File: src/rtl/rct_pkg.sv
// Shared types and constants for the RESP command tokenizer.
package rct_pkg;

  // Width of the accepted-token count carried on every result.
  localparam int CountW = 31;
  localparam logic [CountW-1:0] CountMax = {CountW{1'b1}};

  // Entries in the queue between the parser and the result sequencer.
  localparam int QueueDepth = 4;

  // Characters the parser looks for.
  localparam logic [7:0] ChStar   = 8'h2A;
  localparam logic [7:0] ChDollar = 8'h24;
  localparam logic [7:0] ChPlus   = 8'h2B;
  localparam logic [7:0] ChMinus  = 8'h2D;
  localparam logic [7:0] ChCr     = 8'h0D;
  localparam logic [7:0] ChLf     = 8'h0A;
  localparam logic [7:0] ChSpace  = 8'h20;
  localparam logic [7:0] ChTab    = 8'h09;
  localparam logic [7:0] ChZero   = 8'h30;
  localparam logic [7:0] ChNine   = 8'h39;

  typedef enum logic [2:0] {
    KIND_BYTE   = 3'd0,
    KIND_ACCEPT = 3'd1,
    KIND_DROP   = 3'd2,
    KIND_DONE   = 3'd3,
    KIND_EMPTY  = 3'd4
  } kind_t;

  typedef enum logic [1:0] {
    TOK_NONE   = 2'd0,
    TOK_ACCEPT = 2'd1,
    TOK_DROP   = 2'd2
  } tok_event_t;

  // Everything one input byte causes, as up to three results in a fixed order:
  // a payload byte, a token event, and the end-of-message report.
  typedef struct packed {
    logic              has_byte;
    logic [7:0]        byte_val;
    tok_event_t        tok;
    logic              has_end;
    logic              end_empty;
    logic [CountW-1:0] count_before;
    logic [CountW-1:0] count_after;
  } rct_entry_t;

endpackage

File: src/rtl/rct_queue.sv
// Small register queue that decouples the byte parser from the result sequencer.
module rct_queue
  import rct_pkg::*;
(
  input  logic       clk,
  input  logic       rst,
  input  logic       push,
  input  rct_entry_t push_entry,
  output logic       push_ready,
  output logic       head_valid,
  output rct_entry_t head_entry,
  input  logic       pop
);

  localparam int PtrW = $clog2(QueueDepth);

  rct_entry_t        store [QueueDepth];
  logic [PtrW-1:0]   wr_ptr;
  logic [PtrW-1:0]   rd_ptr;
  logic [PtrW:0]     fill;

  logic do_push;
  logic do_pop;

  assign push_ready = (fill != (PtrW + 1)'(QueueDepth));
  assign head_valid = (fill != '0);
  assign head_entry = store[rd_ptr];
  assign do_push    = push && push_ready;
  assign do_pop     = pop && head_valid;

  always_ff @(posedge clk) begin
    if (do_push) begin
      store[wr_ptr] <= push_entry;
    end
  end

  always_ff @(posedge clk) begin
    if (rst) begin
      wr_ptr <= '0;
      rd_ptr <= '0;
      fill   <= '0;
    end else begin
      if (do_push) begin
        wr_ptr <= wr_ptr + 1'b1;
      end
      if (do_pop) begin
        rd_ptr <= rd_ptr + 1'b1;
      end
      if (do_push && !do_pop) begin
        fill <= fill + 1'b1;
      end else if (do_pop && !do_push) begin
        fill <= fill - 1'b1;
      end
    end
  end

endmodule

File: src/rtl/rct_front.sv
// Byte parser: tracks the message state and classifies each byte into results.
module rct_front
  import rct_pkg::*;
#(
  parameter int unsigned NUMBER_LIMIT = 2147483647
) (
  input  logic       clk,
  input  logic       rst,
  input  logic       in_valid,
  output logic       in_ready,
  input  logic [7:0] data_byte,
  input  logic       last,
  output logic       q_push,
  output rct_entry_t q_entry,
  input  logic       q_ready
);

  localparam int ValW = $clog2(64'(NUMBER_LIMIT) + 64'd1);
  localparam int ProdW = ValW + 4;

  typedef enum logic [2:0] {
    PH_AWAIT, PH_INLINE, PH_HEADER, PH_DOLLAR,
    PH_LENGTH, PH_PAYLOAD, PH_TRAILER, PH_STOPPED
  } phase_t;

  typedef enum logic [1:0] {ST_LEAD, ST_SIGN, ST_DIGITS, ST_TAIL} stage_t;
  typedef enum logic [1:0] {NUM_MORE, NUM_OK, NUM_ERR} num_res_t;

  phase_t            phase, phase_next;
  logic [ValW-1:0]   elements_left, elements_left_next;
  logic [ValW-1:0]   number_value, number_value_next;
  stage_t            stage, stage_next;
  logic              neg, neg_next;
  logic              ovf, ovf_next;
  logic              cr_seen, cr_seen_next;
  logic [ValW-1:0]   payload_left, payload_left_next;
  logic              trailer_one, trailer_one_next;
  logic [CountW-1:0] accepted_tokens, accepted_tokens_next;
  logic              in_token, in_token_next;

  // Number line evaluation for the current byte.
  num_res_t        nres;
  logic [ValW-1:0] nv;
  stage_t          nst;
  logic            nneg, novf, ncr;
  logic [ProdW-1:0] prod;
  logic            digit_go;

  logic is_space, is_digit, accept, emit_byte, tok_acc, tok_drop;
  logic [CountW-1:0] count_inc;
  phase_t ph_eff;

  assign in_ready  = q_ready;
  assign accept    = in_valid && in_ready;
  assign is_space  = (data_byte == ChSpace) || (data_byte >= ChTab && data_byte <= ChCr);
  assign is_digit  = (data_byte >= ChZero) && (data_byte <= ChNine);
  assign prod      = (ProdW'(number_value) << 3) + (ProdW'(number_value) << 1)
                   + ProdW'(data_byte[3:0]);
  assign count_inc = (accepted_tokens == CountMax) ? accepted_tokens
                                                   : accepted_tokens + 1'b1;

  always_comb begin
    nres     = NUM_MORE;
    nv       = number_value;
    nst      = stage;
    nneg     = neg;
    novf     = ovf;
    ncr      = cr_seen;
    digit_go = 1'b0;
    if (cr_seen && data_byte == ChLf) begin
      if (stage == ST_LEAD || stage == ST_SIGN || ovf || (neg && number_value != '0)) begin
        nres = NUM_ERR;
      end else begin
        nres = NUM_OK;
      end
    end else begin
      ncr = (data_byte == ChCr);
      unique case (stage)
        ST_LEAD: begin
          if (is_digit) begin
            digit_go = 1'b1;
          end else if (is_space) begin
            nres = NUM_MORE;
          end else if (data_byte == ChPlus || data_byte == ChMinus) begin
            nst  = ST_SIGN;
            nneg = (data_byte == ChMinus);
          end else begin
            nres = NUM_ERR;
          end
        end
        ST_SIGN: begin
          if (is_digit) begin
            digit_go = 1'b1;
          end else begin
            nres = NUM_ERR;
          end
        end
        ST_DIGITS: begin
          if (is_digit) begin
            digit_go = 1'b1;
          end else begin
            nst = ST_TAIL;
          end
        end
        ST_TAIL: begin
          nres = NUM_MORE;
        end
        default: begin
          nres = NUM_MORE;
        end
      endcase
      if (digit_go) begin
        nst = ST_DIGITS;
        if (!ovf) begin
          if (prod > ProdW'(NUMBER_LIMIT)) begin
            novf = 1'b1;
          end else begin
            nv = prod[ValW-1:0];
          end
        end
      end
    end
  end

  always_comb begin
    phase_next           = phase;
    elements_left_next   = elements_left;
    number_value_next    = number_value;
    stage_next           = stage;
    neg_next             = neg;
    ovf_next             = ovf;
    cr_seen_next         = cr_seen;
    payload_left_next    = payload_left;
    trailer_one_next     = trailer_one;
    accepted_tokens_next = accepted_tokens;
    in_token_next        = in_token;
    emit_byte            = 1'b0;
    tok_acc              = 1'b0;
    tok_drop             = 1'b0;

    // The first byte picks the mode; a non-star byte is handled as whitespace text.
    ph_eff = (phase == PH_AWAIT && data_byte != ChStar) ? PH_INLINE : phase;

    unique case (ph_eff)
      PH_AWAIT: begin
        phase_next        = PH_HEADER;
        number_value_next = '0;
        stage_next        = ST_LEAD;
        neg_next          = 1'b0;
        ovf_next          = 1'b0;
        cr_seen_next      = 1'b0;
      end
      PH_INLINE: begin
        phase_next = PH_INLINE;
        if (is_space) begin
          if (in_token) begin
            tok_acc              = 1'b1;
            accepted_tokens_next = count_inc;
            in_token_next        = 1'b0;
          end
        end else begin
          in_token_next = 1'b1;
          emit_byte     = 1'b1;
        end
      end
      PH_HEADER, PH_LENGTH: begin
        number_value_next = nv;
        stage_next        = nst;
        neg_next          = nneg;
        ovf_next          = novf;
        cr_seen_next      = ncr;
        if (nres == NUM_ERR) begin
          phase_next = PH_STOPPED;
        end else if (nres == NUM_OK) begin
          if (ph_eff == PH_HEADER) begin
            elements_left_next = number_value;
            phase_next = (number_value == '0) ? PH_STOPPED : PH_DOLLAR;
          end else begin
            payload_left_next = number_value;
            in_token_next     = 1'b1;
            if (number_value == '0) begin
              trailer_one_next = 1'b0;
              phase_next       = PH_TRAILER;
            end else begin
              phase_next = PH_PAYLOAD;
            end
          end
        end
      end
      PH_DOLLAR: begin
        if (data_byte == ChDollar) begin
          phase_next        = PH_LENGTH;
          number_value_next = '0;
          stage_next        = ST_LEAD;
          neg_next          = 1'b0;
          ovf_next          = 1'b0;
          cr_seen_next      = 1'b0;
        end else begin
          phase_next = PH_STOPPED;
        end
      end
      PH_PAYLOAD: begin
        emit_byte         = 1'b1;
        payload_left_next = payload_left - 1'b1;
        if (payload_left == ValW'(1)) begin
          trailer_one_next = 1'b0;
          phase_next       = PH_TRAILER;
        end
      end
      PH_TRAILER: begin
        // Two trailer bytes follow each payload; their values are not checked.
        if (!trailer_one) begin
          trailer_one_next = 1'b1;
        end else begin
          trailer_one_next     = 1'b0;
          tok_acc              = 1'b1;
          accepted_tokens_next = count_inc;
          in_token_next        = 1'b0;
          elements_left_next   = elements_left - 1'b1;
          phase_next = (elements_left == ValW'(1)) ? PH_STOPPED : PH_DOLLAR;
        end
      end
      PH_STOPPED: begin
        phase_next = PH_STOPPED;
      end
      default: begin
        phase_next = PH_STOPPED;
      end
    endcase

    // A token still open at the end of the message is confirmed in text mode
    // and dropped otherwise.
    if (last && in_token_next) begin
      if (phase_next == PH_INLINE) begin
        tok_acc              = 1'b1;
        accepted_tokens_next = count_inc;
      end else begin
        tok_drop = 1'b1;
      end
    end

    q_entry.has_byte     = emit_byte;
    q_entry.byte_val     = data_byte;
    q_entry.tok          = tok_acc ? TOK_ACCEPT : (tok_drop ? TOK_DROP : TOK_NONE);
    q_entry.has_end      = last;
    q_entry.end_empty    = (accepted_tokens_next == '0);
    q_entry.count_before = accepted_tokens;
    q_entry.count_after  = accepted_tokens_next;

    if (last) begin
      phase_next           = PH_AWAIT;
      elements_left_next   = '0;
      number_value_next    = '0;
      stage_next           = ST_LEAD;
      neg_next             = 1'b0;
      ovf_next             = 1'b0;
      cr_seen_next         = 1'b0;
      payload_left_next    = '0;
      trailer_one_next     = 1'b0;
      accepted_tokens_next = '0;
      in_token_next        = 1'b0;
    end
  end

  assign q_push = accept && (emit_byte || tok_acc || tok_drop || last);

  always_ff @(posedge clk) begin
    if (rst) begin
      phase           <= PH_AWAIT;
      elements_left   <= '0;
      number_value    <= '0;
      stage           <= ST_LEAD;
      neg             <= 1'b0;
      ovf             <= 1'b0;
      cr_seen         <= 1'b0;
      payload_left    <= '0;
      trailer_one     <= 1'b0;
      accepted_tokens <= '0;
      in_token        <= 1'b0;
    end else if (accept) begin
      phase           <= phase_next;
      elements_left   <= elements_left_next;
      number_value    <= number_value_next;
      stage           <= stage_next;
      neg             <= neg_next;
      ovf             <= ovf_next;
      cr_seen         <= cr_seen_next;
      payload_left    <= payload_left_next;
      trailer_one     <= trailer_one_next;
      accepted_tokens <= accepted_tokens_next;
      in_token        <= in_token_next;
    end
  end

endmodule

File: src/rtl/rct_back.sv
// Result sequencer: expands queued entries into results, one per ready cycle.
module rct_back
  import rct_pkg::*;
(
  input  logic              clk,
  input  logic              rst,
  input  logic              head_valid,
  input  rct_entry_t        head_entry,
  output logic              pop,
  output logic              out_valid,
  input  logic              out_ready,
  output logic [2:0]        result_kind,
  output logic [7:0]        token_byte,
  output logic [CountW-1:0] token_count,
  output logic              final_result
);

  logic [2:0] done;
  logic [2:0] pending;
  logic [2:0] remain;
  logic [2:0] sel;
  logic [2:0] after;
  kind_t      kind;
  logic       fire;

  assign pending = {head_entry.has_end, head_entry.tok != TOK_NONE, head_entry.has_byte};
  assign remain  = pending & ~done;
  assign sel     = remain & (~remain + 3'd1);
  assign after   = remain & ~sel;

  always_comb begin
    if (sel[0]) begin
      kind = KIND_BYTE;
    end else if (sel[1]) begin
      kind = (head_entry.tok == TOK_ACCEPT) ? KIND_ACCEPT : KIND_DROP;
    end else begin
      kind = head_entry.end_empty ? KIND_EMPTY : KIND_DONE;
    end
  end

  assign out_valid    = head_valid;
  assign result_kind  = kind;
  assign token_byte   = sel[0] ? head_entry.byte_val : 8'd0;
  assign token_count  = sel[0] ? head_entry.count_before : head_entry.count_after;
  assign final_result = (after == 3'd0);
  assign fire         = out_valid && out_ready;
  assign pop          = fire && final_result;

  always_ff @(posedge clk) begin
    if (rst) begin
      done <= '0;
    end else if (fire) begin
      done <= final_result ? 3'd0 : (done | sel);
    end
  end

endmodule

File: src/rtl/resp_command_tokenizer_core.sv
// Top level of the RESP command tokenizer: parser, result queue and sequencer.
//
// The block takes one command message a byte per request (last marks its final
// byte) and emits token results. A message starting with '*' is parsed as a
// RESP array of '$'-prefixed bulk strings; any other message is split on
// whitespace. Payload bytes stream out as they arrive (kind 0), each token is
// then confirmed (kind 1) or, if the message ends inside it, dropped (kind 2),
// and every message closes with exactly one done (kind 3) or empty-command
// error (kind 4) result. Each input byte is parsed in the cycle it is accepted,
// so input requests are taken one per cycle while the result queue has room.
// A byte causes zero to three results; the sequencer delivers one result per
// cycle while ready, so sustained input rate is one byte per cycle whenever
// bytes average at most one result each, which holds for payload and header
// bytes. The four-entry queue between parser and sequencer absorbs bursts of
// multi-result bytes (token ends and message ends). Number lines saturate
// into an error above NUMBER_LIMIT. No clearing pass is needed after reset.
module resp_command_tokenizer_core
  import rct_pkg::*;
#(
  parameter int unsigned NUMBER_LIMIT = 2147483647
) (
  input  logic              clk,
  input  logic              rst,
  input  logic              in_valid,
  output logic              in_ready,
  input  logic [7:0]        data_byte,
  input  logic              last,
  output logic              out_valid,
  input  logic              out_ready,
  output logic [2:0]        result_kind,
  output logic [7:0]        token_byte,
  output logic [CountW-1:0] token_count,
  output logic              final_result
);

  // Parser to queue.
  logic       q_push;
  logic       q_ready;
  rct_entry_t q_entry;

  // Queue to sequencer.
  logic       head_valid;
  logic       head_pop;
  rct_entry_t head_entry;

  rct_front #(
    .NUMBER_LIMIT (NUMBER_LIMIT)
  ) u_front (
    .clk       (clk),
    .rst       (rst),
    .in_valid  (in_valid),
    .in_ready  (in_ready),
    .data_byte (data_byte),
    .last      (last),
    .q_push    (q_push),
    .q_entry   (q_entry),
    .q_ready   (q_ready)
  );

  rct_queue u_queue (
    .clk        (clk),
    .rst        (rst),
    .push       (q_push),
    .push_entry (q_entry),
    .push_ready (q_ready),
    .head_valid (head_valid),
    .head_entry (head_entry),
    .pop        (head_pop)
  );

  // The sequencer drives the result channel straight from the queue registers.
  rct_back u_back (
    .clk          (clk),
    .rst          (rst),
    .head_valid   (head_valid),
    .head_entry   (head_entry),
    .pop          (head_pop),
    .out_valid    (out_valid),
    .out_ready    (out_ready),
    .result_kind  (result_kind),
    .token_byte   (token_byte),
    .token_count  (token_count),
    .final_result (final_result)
  );

endmodule

File: config.mk
export PLATFORM = sky130hd
export DESIGN_NAME = resp_command_tokenizer_core
export DESIGN_NICKNAME = d
export VERILOG_FILES = /design/src/rtl/rct_pkg.sv /design/src/rtl/rct_queue.sv /design/src/rtl/rct_front.sv /design/src/rtl/rct_back.sv /design/src/rtl/resp_command_tokenizer_core.sv
export SDC_FILE = /design/constraint.sdc
export NUM_CORES = 1
export LEC_CHECK = 0
export BUFFER_PORTS_ARGS = -buffer_cell sky130_fd_sc_hd__buf_2
export CORE_AREA = 2 2 281 283
export CTS_CLUSTER_SIZE = 10
export DETAILED_ROUTE_END_ITERATION = 10
export DIE_AREA = 0 0 283 285
export GPL_TIMING_DRIVEN = 0
export PLACE_DENSITY = 0.41
export SYNTH_ARGS = -nofsm -noshare
export SYNTH_HDL_FRONTEND = slang
export SYNTH_SLANG_ARGS = --single-unit
export TNS_END_PERCENT = 50
File: constraint.sdc
create_clock -name clk -period 7.01 [get_ports clk]
set_input_delay 1.7525 -clock clk [delete_from_list [all_inputs] [get_ports clk]]
set_output_delay 1.7525 -clock clk [all_outputs]
set_load 0.02 [all_outputs]
# After elaboration in Yosys (flattened, before gate mapping)
# Memory sizes are Yosys's and may differ from the RTL's. A register that Yosys moved wholly into a read port is not among the register bits.
# Cells that the tools add are included.
[word_totals]
regBits = 144
ramBits = 300
inputBits = 13
out_inout_bits = 45
n_memories = 1
[memory_table]
columns = ["name", "words", "word_bits", "rd", "rd_clocked_by_memory_dff", "write_ports", "line", "rtl"]
rows = [
  ["u_queue.store", 4, 75, 1, 1, 1, "rct_queue.sv:17", "rct_entry_t store [QueueDepth];"],
]
[classes]
addsub = 10
magnitude_cmp = 5
n_eq_ne = 45
mux = 114
bitwise_logic = 7
n_reduce_logical = 48
[op_table]
columns = ["op", "count"]
rows = [
  ["31-bit 2-to-1 mux", 23],
  ["31-bit case mux with 2 select lines", 3],
  ["31-bit case mux with 3 select lines", 1],
  ["31-bit by 1-bit == test with 1-bit output (second input constant)", 2],
  ["31-bit zero test", 2],
  ["31-bit by 1-bit subtractor with 31-bit output (second input constant)", 2],
  ["3-bit 2-to-1 mux", 15],
  ["2-bit 2-to-1 mux", 21],
  ["1-bit 2-to-1 mux", 39],
  ["34-bit by 32-bit adder with 35-bit output", 1],
  ["35-bit by 4-bit adder with 35-bit output", 1],
  ["35-bit by 31-bit greater-than comparator with 1-bit output (second input constant)", 1],
  ["8-bit by 6-bit == test with 1-bit output (second input constant)", 4],
  ["31-bit by 1-bit adder with 31-bit output (second input constant)", 1],
  ["31-bit == test (second input constant)", 1],
  ["31-bit nonzero test", 1],
  ["3-bit by 2-bit != test with 1-bit output (second input constant)", 9],
  ["3-bit != test (second input constant)", 8],
  ["3-bit case mux with 7 select lines", 1],
  ["5-bit != test (second input constant)", 4],
  ["8-bit by 4-bit == test with 1-bit output (second input constant)", 2],
  ["1-bit case mux with 3 select lines", 5],
  ["1-bit logical AND", 14],
  ["7-bit AND reduction", 2],
  ["other kinds (35)", 66],
]

# Longest topological paths before layout
# Gate-level depths: netlist (run 1).
[logic_depth]
ltp_word = 23
ltp_mapped = 15
depth_no_buf = 13

# By module
# A second synthesis (run 1) with hierarchy kept.
[unflattened]
cells_unflattened = 1998
area_unflattened_um2 = 22407.7
[by_module_without_submodules]
columns = ["mod", "instances", "cells_per_inst", "area_each_um2"]
rows = [
  ["rct_queue", 1, 439, 11283.3],
  ["rct_front", 1, 1420, 10452.5],
  ["rct_back", 1, 139, 671.9],
]

# Worst setup path before layout (run 1)
# Ideal clock, no wire load.
[synth_path]
path_kind = "input to register"
startpoint = "input data_byte[4]"
endpoint = "memory u_queue.store[0][0] (netlist name) (enable)"
setup_ns = 0.441
arrival_time_ns = 5.006
setup_slack_ns = 1.562
stages = 6
path_cell_list = "or4b_1 -> buf_6 -> nor4_4 -> o211a_2 -> o41a_1 -> and2_1"
[synth_via]
elab_chain_cells = 21
elab_cells_between_ends = 60
classes_between = "4 x order compare; 16 x eq/ne; 26 x mux; 14 x reduce/logical"
[synth_lines]
columns = ["element", "line", "rtl"]
rows = [
  ["start, declared", "resp_command_tokenizer_core.sv:26", "input logic [7:0] data_byte,"],
  ["8-bit by 4-bit greater-or-equal comparator with 1-bit output, or another cell as far along", "rct_front.sv:55", "assign is_space = (data_byte == ChSpace) || (data_byte >= ChTab && data_byte <= ChCr);"],
  ["1-bit logical AND or 1-bit logical OR (tied branches)", "rct_front.sv:55, rct_front.sv:84", ""],
  ["1-bit logical OR or 2-bit 2-to-1 mux (tied branches)", "rct_front.sv:55, rct_front.sv:84", ""],
  ["2-bit 2-to-1 mux", "rct_front.sv:82", "end else if (is_space) begin"],
  ["2-bit 2-to-1 mux", "rct_front.sv:80", "if (is_digit) begin"],
  ["2-bit case mux with 2 select lines", "rct_front.sv:78", "unique case (stage)"],
  ["2-bit 2-to-1 mux", "rct_front.sv:70", "if (cr_seen && data_byte == ChLf) begin"],
  ["2-bit by 1-bit == test with 1-bit output", "rct_front.sv:174", "end else if (nres == NUM_OK) begin"],
  ["[... 5 more ...]", "--", ""],
  ["1-bit 2-to-1 mux", "rct_front.sv:233", "if (last && in_token_next) begin"],
  ["1-bit logical OR", "rct_front.sv:265", "assign q_push = accept && (emit_byte || tok_acc || tok_drop || last);"],
  ["1-bit logical OR (*) (2 in a row)", "rct_front.sv:265", ""],
  ["1-bit logical AND (*)", "rct_front.sv:265", ""],
  ["1-bit logical AND (*)", "rct_queue.sv:28", "assign do_push = push && push_ready;"],
  ["via u_queue.do_push", "rct_queue.sv:22", "logic do_push;"],
  ["1-bit 2-to-1 mux (*)", "rct_queue.sv:32", "if (do_push) begin"],
  ["1-bit 2-to-1 mux (not written as such) (*)", "rct_queue.sv:33", "store[wr_ptr] <= push_entry;"],
  ["end, declared", "rct_queue.sv:17", ""],
]
# Mark *: on every way through the listed nets, which the timed path passes. The rest lies on a longest branch.

==> summary.md, run 1 <==
| Metric | Value |
|---|---|
| Final Hold Fails | `0` |
| Share of layout cells above drive strength 1 | `0.141` |
| Final HPWL DP | `~46000 um` |
| Sequential share of the synthesized area | `0.536` |
| Synthesized Nets | `between 1500 and 2000` |
| H-Tree Depth | `2` |
| Post-CTS Hold Buffers | `0` |
| HP Start | `u_front.elements_left[13]` |
| Synth area leaders | `edfxtp_1, dfxtp_1, mux4_2` |
| Clock buffer count from CTS | `55` |
| Pleak | `8.96 nW` |
| Net Sw Frac | `0.288` |
| CP max FO | `10` |
| Vias | `~16000` |
| Critical path data required time | `5260 ps` |
| Final min period | `6410 ps` |
| Top_reg_cell synth | `edfxtp_1` |
| Syn-to-layout area delta | `15.4%` |
| Post-synthesis async set-or-reset flop share | `0` |
| Crit share post-route | `0.915` |
| Die W | `283 um` |
| Worst slew margin | `0.165` |
| DRT Pass-1 Iters | `6` |
| Top Ports | `58` |
| Clock Pin Slew Worst Setup and Hold Paths | `~60 ps` |
| Fin nets | `2115` |
| Clock share of power | `0.364` |
| Initial antenna violation count | `1` |
| TritonCTS clock tree | `done` |
| Power per cell area | `288 nW/um^2` |
| Core area | `a little under 80000 um^2` |
| Post-CTS Setup Bufs | `0` |
| Setup_tns | `0 ps` |
| Arr. time, crit path | `4660 ps` |
| Drt drc | `0` |
| Number of global-route vias before repair | `16300` |
| Gate count of the mapped netlist | `between 1500 and 2000` |
| Drt initial violations | `1064` |
| First-pass GRT wire length | `103000 um` |
| CP startpoint kind | `flop` |
| RR Startpoint | `u_front.number_value[2]` |
| Int Pwr | `5.27 mW` |
| FP Rows | `about 100` |
| Final setup viols | `0` |
| Yosys warning count | `0` |
| Max Freq | `0.156 GHz` |
| Root buf cell | `clkbuf_16` |
| DR vias/cell | `5.13` |
| Initial Util | `0.286` |
| Total global-route track usage | `0.165` |
| Max Cap Violations | `0` |
| CP Capture Type | `primary output` |
| Hold WS | `478 ps` |
| Avg WL per Cell | `21.6 um` |
| Post-Syn Area | `22300 um^2` |
| CP Class | `flop to primary output` |
| Post-synth EDFFs | `300` |
| Die Area | `a little over 80000 um^2` |
| Mean Syn Cell Area | `11.7 um^2` |
| Synthesized flop and latch total | `446` |
| Pin count of the biggest net entering global routing | `54` |
| Sw Pwr | `roughly 2.1 mW` |
| Post_cts resized | `0` |
| Drt total wl | `67300 um` |
| Worst vdd ir | `about 190 uV` |
| Tightest Hold Check Type | `flop to flop` |
| Worst-margin pin slew | `around 1300 ps` |
| Final Skew | `between 40 and 50 ps` |
| Combinational power share | `0.213` |
| GRT overflow | `0` |
| RSZ-0062 raised after global routing | `false` |
| Clock buffer depth | `3` |
| Final ANT Viol Nets | `0` |
| Area leader, netlist | `edfxtp_1` |
| Status | `finished, final reports clean` |
| Sequential share of power | `0.423` |
| Clk sinks | `446` |
| Top-area cell type share of the netlist area | `0.404` |
| Slew Limit Fails | `0` |
| Gp weighted congestion | `0.876` |
| Number of diodes | `0` |
| Synth cell types | `90` |
| Clock Latency Late Sink | `620 ps` |
| PortBufs | `56` |
| Die height | `285 um` |
-- layer usage --
layer / vias up / wire length (um) / global-route usage
met5: - / 13 / 0
met1: 8040 / 29600 / 0.216
met3: 98 / 2860 / 0.0227
met4: 2 / 1640 / 0.0459
met2: 356 / 33200 / 0.286
li1: 7534 / - / -
-- cells in the mapped netlist (4+ instances only) --
library cell    n
edfxtp_1      300
nor2_1        202
dfxtp_1       146
nand2_1       139
a21oi_1       107
o21ai_0        96
clkbuf_1       87
mux4_2         75
ha_1           71
nor3_1         56
xnor2_1        50
a22oi_1        44
nand3_1        41
mux2_2         32
xor2_1         32
a22o_1         31
nand4_1        28
inv_1          27
nor4_1         25
nor2b_1        21
nand2b_1       19
or3_1          19
and2_1         17
o21a_1         14
o31ai_1        14
a2111oi_0      13
buf_2          13
o22ai_1        12
a311oi_1       11
and4_1          9
a21o_1          8
a31oi_1         8
or4_1           8
and3_1          7
buf_6           7
o21bai_1        7
or2_2           7
a211oi_1        6
buf_1           6
nor3b_1         6
a21boi_0        5
buf_4           5
a41oi_1         4
o31a_1          4
-- metrics by stage --
| step | utilization | power [mW] | cells | setup slack, ps | instance area [um^2] |
|---|---|---|---|---|---|
| detailed placement | 0.308 | 4.81 | 3021 | 968 | 24000 |
| CTS | 0.330 | 7.55 | 3123 | 257 | 25700 |
| floorplan | - | 4.26 | 1911 | 1560 | 22300 |
| global placement | 0.306 | 4.80 | 3017 | -495 | 23900 |
| finish | 0.330 | 7.40 | 3123 | 597 | 25700 |
| global route | 0.330 | 7.75 | 3123 | 201 | 25700 |
-- flip-flops by register name (all words and copies together), names as in the netlist, named ones only --
register and cells:
u_front.neg 1, u_front.ovf 1, u_queue.rd_ptr 2, u_queue.wr_ptr 2, u_front.in_token 1, u_front.payload_left 31
u_front.accepted_tokens 31, u_front.elements_left 31, u_front.cr_seen 1, u_back.done 3, u_queue.fill 3, u_front.phase 3
u_front.stage 2, u_queue.store 300, u_front.trailer_one 1, u_front.number_value 31
-- power by group through the flow --
stage,registers [mW],logic [mW],clock network [mW]
after global placement,3.21,1.59,0
after global routing,3.15,1.72,2.88
final,3.13,1.58,2.69
after detailed placement,3.19,1.62,0
after floorplan,3.17,1.08,0
after CTS,3.13,1.63,2.78
-- placed cells by master (no fill, tap or decap), types with 13 or more instances in the layout --
cell type    n
a2111oi_0   13
a21oi_1    107
a22o_1      31
a22oi_1     44
and2_1      13
buf_2       69
clkbuf_1   114
clkbuf_16   55
dfxtp_1    146
edfxtp_1   300
ha_1        71
inv_1       27
mux2_2      32
mux4_2      75
nand2_1    139
nand2b_1    19
nand3_1     41
nand4_1     28
nor2_1     202
nor2b_1     21
nor3_1      56
nor4_1      25
o21a_1      14
o21ai_0     96
o31ai_1     14
or3_1       19
xnor2_1     50
xor2_1      32
-- critical path, cell delays in order, from the launching register on --
cell	delay, ps
dfxtp_1	300
clkbuf_1	420
mux4_2	410
nand2b_1	90
clkbuf_1	350
clkbuf_1	850
buf_2	560
mux4_2	570
mux2_2	300
buf_2	170
-- cell families (layout without fill, tap and decap cells) --
group | Yosys count | count (layout) | synth area share
AOI/OAI and AO/OA | 423 | 423 | 0.127
xor gates and xnor gates | 82 | 82 | 0.0322
buffers and inverters | 145 | 307 | 0.0284
adders and majority gates | 75 | 75 | 0.0430
muxes | 110 | 110 | 0.0934
and+or+nand+nor | 630 | 630 | 0.141
DFF | 446 | 446 | 0.536
-- layout make-up --
| class | count | area [um^2] |
|---|---|---|
| clock inverters | 16 | 185 |
| repair buffers | 60 | 390 |
| inverters | 27 | 101 |
| well taps | 1050 | 1310 |
| flip-flops and latches | 446 | 11900 |
| plain buffers | 118 | 531 |
| clock buffers | 86 | 1530 |
| fillers | 7887 | 52300 |
| multi-input cells | 1320 | 9720 |
-- path summary, 6_finish.rpt --
kind                          endpoint  slack, ps  depth (start not counted)
max reg2reg   u_front.number_value[22]       2530                         12
min          u_front.elements_left[13]        480                          2
min reg2reg  u_front.elements_left[13]        480                          2
max                    token_count[12]        600                          9
Note: power is estimated with default switching activity, not from simulation.
==> run 2: changes to the inputs <==
CORE_AREA = 2 2 230 345   (was 2 2 281 283)
DIE_AREA = 0 0 232 347   (was 0 0 283 285)
==> run 2 against run 1 <==
Critical path depth unchanged; fmax down 1.4%; global-route usage up 0.82 points; combinational power about the same; sequential share of layout area up 0.48 points; die area down 0.19%; sequential cell count unchanged; critical endpoint is now token_count[24]; core utilization down 0.11 points; clock skew down 26 ps.
==> summary.md, run 2 (same netlist as run 1, synthesis figures left out) <==
| Metric | Value |
|---|---|
| Vias | `16100 (was 16000)` |
| Clk sinks | `446 (unchanged)` |
| Drt initial violations | `867 (was 1064)` |
| Post_cts resized | `0 (unchanged)` |
| CP Capture Type | `primary output (unchanged)` |
| Arr. time, crit path | `4750 ps (was 4660 ps)` |
| Initial Util | `0.288 (was 0.286)` |
| CP most frequent cell | `clkbuf_1 (unchanged)` |
| Share of layout cells above drive strength 1 | `0.137 (was 0.141)` |
| Number of diodes | `0 (unchanged)` |
| Multi-input logic area | `9720 um^2 (unchanged)` |
| DR vias/cell | `5.23 (was 5.13)` |
| Die Area | `80500 um^2 (was 80700 um^2)` |
| CP Buf/Inv Count | `5 (unchanged)` |
| Drt drc | `0 (unchanged)` |
| Syn-to-layout area delta | `14.2% (was 15.4%)` |
| Initial antenna violation count | `2 (was 1)` |
| Max FFs per register | `300 (unchanged)` |
| Worst-margin pin slew | `1230 ps (was 1250 ps)` |
| Crit-path max cell delay | `920 ps (was 850 ps)` |
| GRT overflow | `0 (unchanged)` |
| Fillers | `7795 (was 7887)` |
| Power per cell area | `282 nW/um^2 (was 288 nW/um^2)` |
| Drt total wl | `69800 um (was 67300 um)` |
| Avg WL per Cell | `22.7 um (was 21.6 um)` |
| FP Rows | `125 (was 103)` |
| Final setup viols | `0 (unchanged)` |
| Die W | `232 um (was 283 um)` |
| TritonCTS clock tree | `done (unchanged)` |
| Max Cap Violations | `0 (unchanged)` |
| Total global-route track usage | `0.173 (was 0.165)` |
| DRT Pass-1 Iters | `5 (was 6)` |
| Top Ports | `58 (unchanged)` |
| Clock Pin Slew Worst Setup and Hold Paths | `60 ps (about the same)` |
| Non-filler cells, final | `3080 (was 3123)` |
| Clock buffer count from CTS | `51 (was 55)` |
| Pleak | `8.85 nW (was 8.96 nW)` |
| Final Hold Fails | `0 (unchanged)` |
| Final min period | `6510 ps (was 6410 ps)` |
| Setup_tns | `0 ps (unchanged)` |
| Final HPWL DP | `50500 um (was 46400 um)` |
| Delay-heaviest family, CP | `buffers and inverters (unchanged)` |
| H-Tree Depth | `2 (unchanged)` |
| Final Skew | `16.3 ps (was 42.3 ps)` |
| Tot Pwr | `7.19 mW (was 7.40 mW)` |
| Worst vdd ir | `176 uV (was 186 uV)` |
| Post-CTS Setup Bufs | `0 (unchanged)` |
| Critical path data required time | `5260 ps (about the same)` |
| Root buf cell | `clkbuf_16 (unchanged)` |
| CP Class | `flop to primary output (unchanged)` |
| Top reg by flops | `u_queue.store (unchanged)` |
| Most common cell after layout, fill and taps aside | `edfxtp_1 (unchanged)` |
| Number of global-route vias before repair | `16800 (was 16300)` |
| Slowest stage cell, crit path | `clkbuf_1 (unchanged)` |
| Status | `finished, final reports clean (unchanged)` |
| Core area | `77400 um^2 (was 78000 um^2)` |
| Placed Area | `23900 um^2 (was 24000 um^2)` |
| Register area | `11900 um^2 (unchanged)` |
| Clock buffer depth | `3 (unchanged)` |
| Crit share post-route | `0.928 (was 0.915)` |
| CP startpoint kind | `flop (unchanged)` |
| Commonest non-fill, non-tap cells in the layout | `edfxtp_1, nor2_1, dfxtp_1 (unchanged)` |
| Tightest Hold Check Type | `flop to flop (unchanged)` |
| Pin count of the biggest net entering global routing | `42 (was 54)` |
| CP max FO | `10 (unchanged)` |
| Post-route cell area | `25400 um^2 (was 25700 um^2)` |
| Final ANT Viol Nets | `0 (unchanged)` |
| First-pass GRT wire length | `105000 um (was 103000 um)` |
| PortBufs | `56 (unchanged)` |
| Cell Chain, Critical Path | `clkbuf_1 > mux4_2 > nand2b_1 > clkbuf_1 > clkbuf_1 > buf_2 > mux4_2 > mux2_2 > buf_2 (unchanged)` |
| Max Freq | `0.154 GHz (was 0.156 GHz)` |
| RSZ-0062 raised after global routing | `false (unchanged)` |
| Die height | `347 um (was 285 um)` |
| Fin nets | `2111 (was 2115)` |
| Slew Limit Fails | `0 (unchanged)` |
| Placed Cells incl. Taps | `2987 (was 3021)` |
| Worst slew margin | `0.181 (was 0.165)` |
| Final core occ | `0.329 (was 0.330)` |
| Post-CTS Hold Buffers | `0 (unchanged)` |
| Gp weighted congestion | `0.886 (was 0.876)` |
| Clock Latency Late Sink | `600 ps (was 620 ps)` |
[run 2: cell types whose count changed in the layout (fill, tap and decap cells not counted), sizes merged]
cell / before / now
bufinv: 2 / 0
clkinv: 14 / 2
clkinvlp: 0 / 1
inv: 27 / 28
clkbuf: 173 / 176
[run 2: where the power goes]
group / internal (mW) / switching [mW]
Clock: 1.40 / 1.07
Combinational: 0.637 / 0.950
Sequential: 3.06 / 0.0741
[run 2: tightest hold or removal path: cells and delay by family (launching register included)]
kind / cells / cell delay, ps
flip-flops: 1 / 300
AO/OA/AOI/OAI: 2 / 130
[run 2: cell type report]
class                   instances  area share
flip-flops and latches        446       0.469
multi-input cells            1320       0.382
clock buffers                  89      0.0574
well taps                    1016      0.0500
plain buffers                 118      0.0209
repair buffers                 60      0.0153
inverters                      27     0.00398
clock inverters                 4     0.00143
[run 2: worst paths after layout]
path / startpoint / to / slack (ps) / depth (start not counted)
worst min register to register: u_front.elements_left[5] / u_front.elements_left[5] / 470 / 2
worst max register to register: u_front.number_value[0] / u_front.number_value[23] / 2300 / 12
worst max-delay path: flop / token_count[24] / 500 / 9
worst min-delay path: u_front.elements_left[5] / u_front.elements_left[5] / 470 / 2
[run 2: through the flow]
step / hold slack, ps / worst slack [ps]
6_report: 473 / 504
5_1_grt: 492 / 179
4_1_cts: 473 / 261
3_5_place_dp: 466 / 794
3_3_place_gp: 459 / -445
2_1_floorplan: 446 / 1560
[run 2: metal layers]
metal	GRT usage	routed length (um)	share of wire
met3	0.0181	2010	0.029
met4	0.0788	3300	0.047
met1	0.185	26000	0.37
met2	0.337	38400	0.55
met5	0	0	0
==> run 3: changes to the inputs <==
BUFFER_PORTS_ARGS = unset   (was -buffer_cell sky130_fd_sc_hd__buf_2)
DONT_BUFFER_PORTS = 1   (was unset)
PLACE_DENSITY = 0.4   (was 0.41)
==> run 3 against run 2 <==
Non-clock buffer count fell by 55; via count fell by 1.7%; largest cell class unchanged; worst hold slack improved by 2.8 ps; combinational power fell by 7%; largest power group unchanged; clock-buffer cell count fell by 1; power fell by 1.8%; final area fell by 1.1%; setup slack improved by 23 ps; register-to-register slack got worse by 260 ps; wire length rose by 1.7%.
==> summary.md, run 3 (same netlist as run 1, synthesis figures left out) <==
| Metric | Value |
|---|---|
| Worst vdd ir | `233 uV (was 176 uV)` |
| Top reg by flops | `u_queue.store (unchanged)` |
| Initial Util | `0.288 (unchanged)` |
| Max FFs per register | `300 (unchanged)` |
| Clock buffer count from CTS | `51 (unchanged)` |
| Multi-input logic area | `9720 um^2 (unchanged)` |
| Drt initial violations | `808 (was 867)` |
| Final HPWL DP | `51200 um (was 50500 um)` |
| Crit path to | `token_count[22] (was token_count[24])` |
| Pleak | `8.61 nW (was 8.85 nW)` |
| Final Hold Fails | `0 (unchanged)` |
| Fin nets | `2056 (was 2111)` |
| GRT overflow | `0 (unchanged)` |
| Tot Pwr | `7.06 mW (was 7.19 mW)` |
| Commonest non-fill, non-tap cells in the layout | `edfxtp_1, nor2_1, dfxtp_1 (unchanged)` |
| RSZ-0062 raised after global routing | `false (unchanged)` |
| Most common cell after layout, fill and taps aside | `edfxtp_1 (unchanged)` |
| Vias | `15800 (was 16100)` |
| R2R setup slack | `2040 ps (was 2300 ps)` |
| Arr. time, crit path | `4730 ps (was 4750 ps)` |
| RR Startpoint | `u_front.number_value[0] (unchanged)` |
| Final setup viols | `0 (unchanged)` |
| Gp weighted congestion | `0.907 (was 0.886)` |
| CP Buf/Inv Count | `4 (was 5)` |
| Combinational power share | `0.209 (was 0.221)` |
| Die W | `232 um (unchanged)` |
| Int Pwr | `4.98 mW (was 5.09 mW)` |
| Cell Chain, Critical Path | `clkbuf_1 > mux4_2 > nand2b_1 > clkbuf_1 > clkbuf_1 > buf_2 > mux4_2 > mux2_2 (was clkbuf_1 > mux4_2 > nand2b_1 > clkbuf_1 > clkbuf_1 > buf_2 > mux4_2 > mux2_2 > buf_2)` |
| Avg WL per Cell | `23.5 um (was 22.7 um)` |
| Cell count of the worst reg-to-reg path | `12 (unchanged)` |
| Slew Limit Fails | `0 (unchanged)` |
| Sequential share of power | `0.443 (was 0.436)` |
| Clk sinks | `446 (unchanged)` |
| WP depth | `8 (was 9)` |
| Sw Pwr | `2.08 mW (was 2.09 mW)` |
| DRT Pass-1 Iters | `6 (was 5)` |
| TritonCTS clock tree | `done (unchanged)` |
| First-pass GRT wire length | `106000 um (was 105000 um)` |
| CP Class | `flop to primary output (unchanged)` |
| Number of global-route vias before repair | `16600 (was 16800)` |
| Syn-to-layout area delta | `13.0% (was 14.2%)` |
| Total global-route track usage | `0.175 (was 0.173)` |
| Net Sw Frac | `0.294 (was 0.291)` |
| Final Skew | `20.5 ps (was 16.3 ps)` |
| Fillers | `7848 (was 7795)` |
| Post-CTS Hold Buffers | `0 (unchanged)` |
| Root buf cell | `clkbuf_16 (unchanged)` |
| Share of layout cells above drive strength 1 | `0.112 (was 0.137)` |
| Tightest Hold Check Type | `flop to flop (unchanged)` |
| CP Capture Type | `primary output (unchanged)` |
| Crit-path max cell delay | `980 ps (was 920 ps)` |
| Clock buffer depth | `3 (unchanged)` |
| Register area | `11900 um^2 (unchanged)` |
| Delay-heaviest family, CP | `buffers and inverters (unchanged)` |
| H-Tree Depth | `2 (unchanged)` |
| Max Cap Violations | `0 (unchanged)` |
| Setup_tns | `0 ps (unchanged)` |
| Worst-margin pin slew | `1270 ps (was 1230 ps)` |
| Initial antenna violation count | `0 (was 2)` |
| Power per cell area | `281 nW/um^2 (was 282 nW/um^2)` |
| PortBufs | `0 (was 56)` |
| Status | `finished, final reports clean (unchanged)` |
| Final ANT Viol Nets | `0 (unchanged)` |
| Worst slew margin | `0.152 (was 0.181)` |
| Pin count of the biggest net entering global routing | `42 (unchanged)` |
| Clock Latency Late Sink | `610 ps (was 600 ps)` |
| Clock Pin Slew Worst Setup and Hold Paths | `60 ps (about the same)` |
| Post_cts resized | `0 (unchanged)` |
| CP max FO | `10 (unchanged)` |
| Post-CTS Setup Bufs | `0 (unchanged)` |
| Slowest stage cell, crit path | `clkbuf_1 (unchanged)` |
| CP most frequent cell | `clkbuf_1 (unchanged)` |
| Die Area | `80500 um^2 (unchanged)` |
| Drt drc | `0 (unchanged)` |
| Crit share post-route | `0.925 (was 0.928)` |
| Max Freq | `0.154 GHz (about the same)` |
| Core area | `77400 um^2 (unchanged)` |
| Critical path data required time | `5260 ps (about the same)` |
| Drt total wl | `71000 um (was 69800 um)` |
| Final min period | `6480 ps (was 6510 ps)` |
| Reg2reg end | `u_front.number_value[27] (was u_front.number_value[23])` |
| DR vias/cell | `5.24 (was 5.23)` |
| Clock share of power | `0.348 (was 0.344)` |
| CP startpoint kind | `flop (unchanged)` |
| Number of diodes | `0 (unchanged)` |
| FP Rows | `125 (unchanged)` |
| Die height | `347 um (unchanged)` |
| Top Ports | `58 (unchanged)` |
-- run 3: routing by layer --
metal	vias to the layer above	wire [um]	GRT usage
met3	141	2480	0.0222
met5	-	0	0
met2	357	39800	0.347
met1	7945	25900	0.181
li1	7399	-	-
met4	0	2870	0.0722
-- run 3: tightest hold or removal path, delay by kind of cell, from the launching register on --
kind	cells	cell delay, ps
AO/OA/AOI/OAI	2	130
flip-flops	1	310
-- run 3: worst min-delay path by stage --
stage	start	end	slack, ps	cells after the start
global route	u_front.elements_left[9]	u_front.elements_left[9]	500	2
floorplan	u_front.elements_left[19]	u_front.elements_left[19]	450	2
CTS	u_front.elements_left[5]	u_front.elements_left[5]	470	2
finish	u_front.elements_left[5]	u_front.elements_left[5]	480	2
global placement	u_front.elements_left[5]	u_front.elements_left[5]	460	2
detailed placement	u_front.elements_left[5]	u_front.elements_left[5]	460	2
-- run 3: cell type report --
| class | instances | share of cell area |
|---|---|---|
| buffer | 118 | 0.0211 |
| inverter | 27 | 0.00403 |
| sequential | 446 | 0.474 |
| clock inverter | 5 | 0.00254 |
| multi-input combinational | 1320 | 0.386 |
| tap | 1016 | 0.0505 |
| clock buffer | 88 | 0.0566 |
| timing repair buffer | 5 | 0.00458 |
-- run 3: power groups by stage --
| stage | combinational [mW] | sequential, mW | clock (mW) |
|---|---|---|---|
| 3_3_place_gp | 1.49 | 3.21 | 0 |
| 5_1_grt | 1.59 | 3.15 | 2.62 |
| 4_1_cts | 1.53 | 3.13 | 2.54 |
| 3_5_place_dp | 1.52 | 3.19 | 0 |
| 2_1_floorplan | 1.08 | 3.17 | 0 |
| 6_report | 1.48 | 3.13 | 2.45 |
-- run 3: metrics by stage --
step           hold slack [ps]  setup WS, ps  cells  area (um^2)   util
6_report                   476           527   3025        25200  0.325
3_3_place_gp               459          -192   2927        23500  0.304
5_1_grt                    505           219   3025        25200  0.325
4_1_cts                    473           365   3024        25200  0.325
2_1_floorplan              446          1560   1911        22300      -
3_5_place_dp               465          1030   2931        23700  0.306
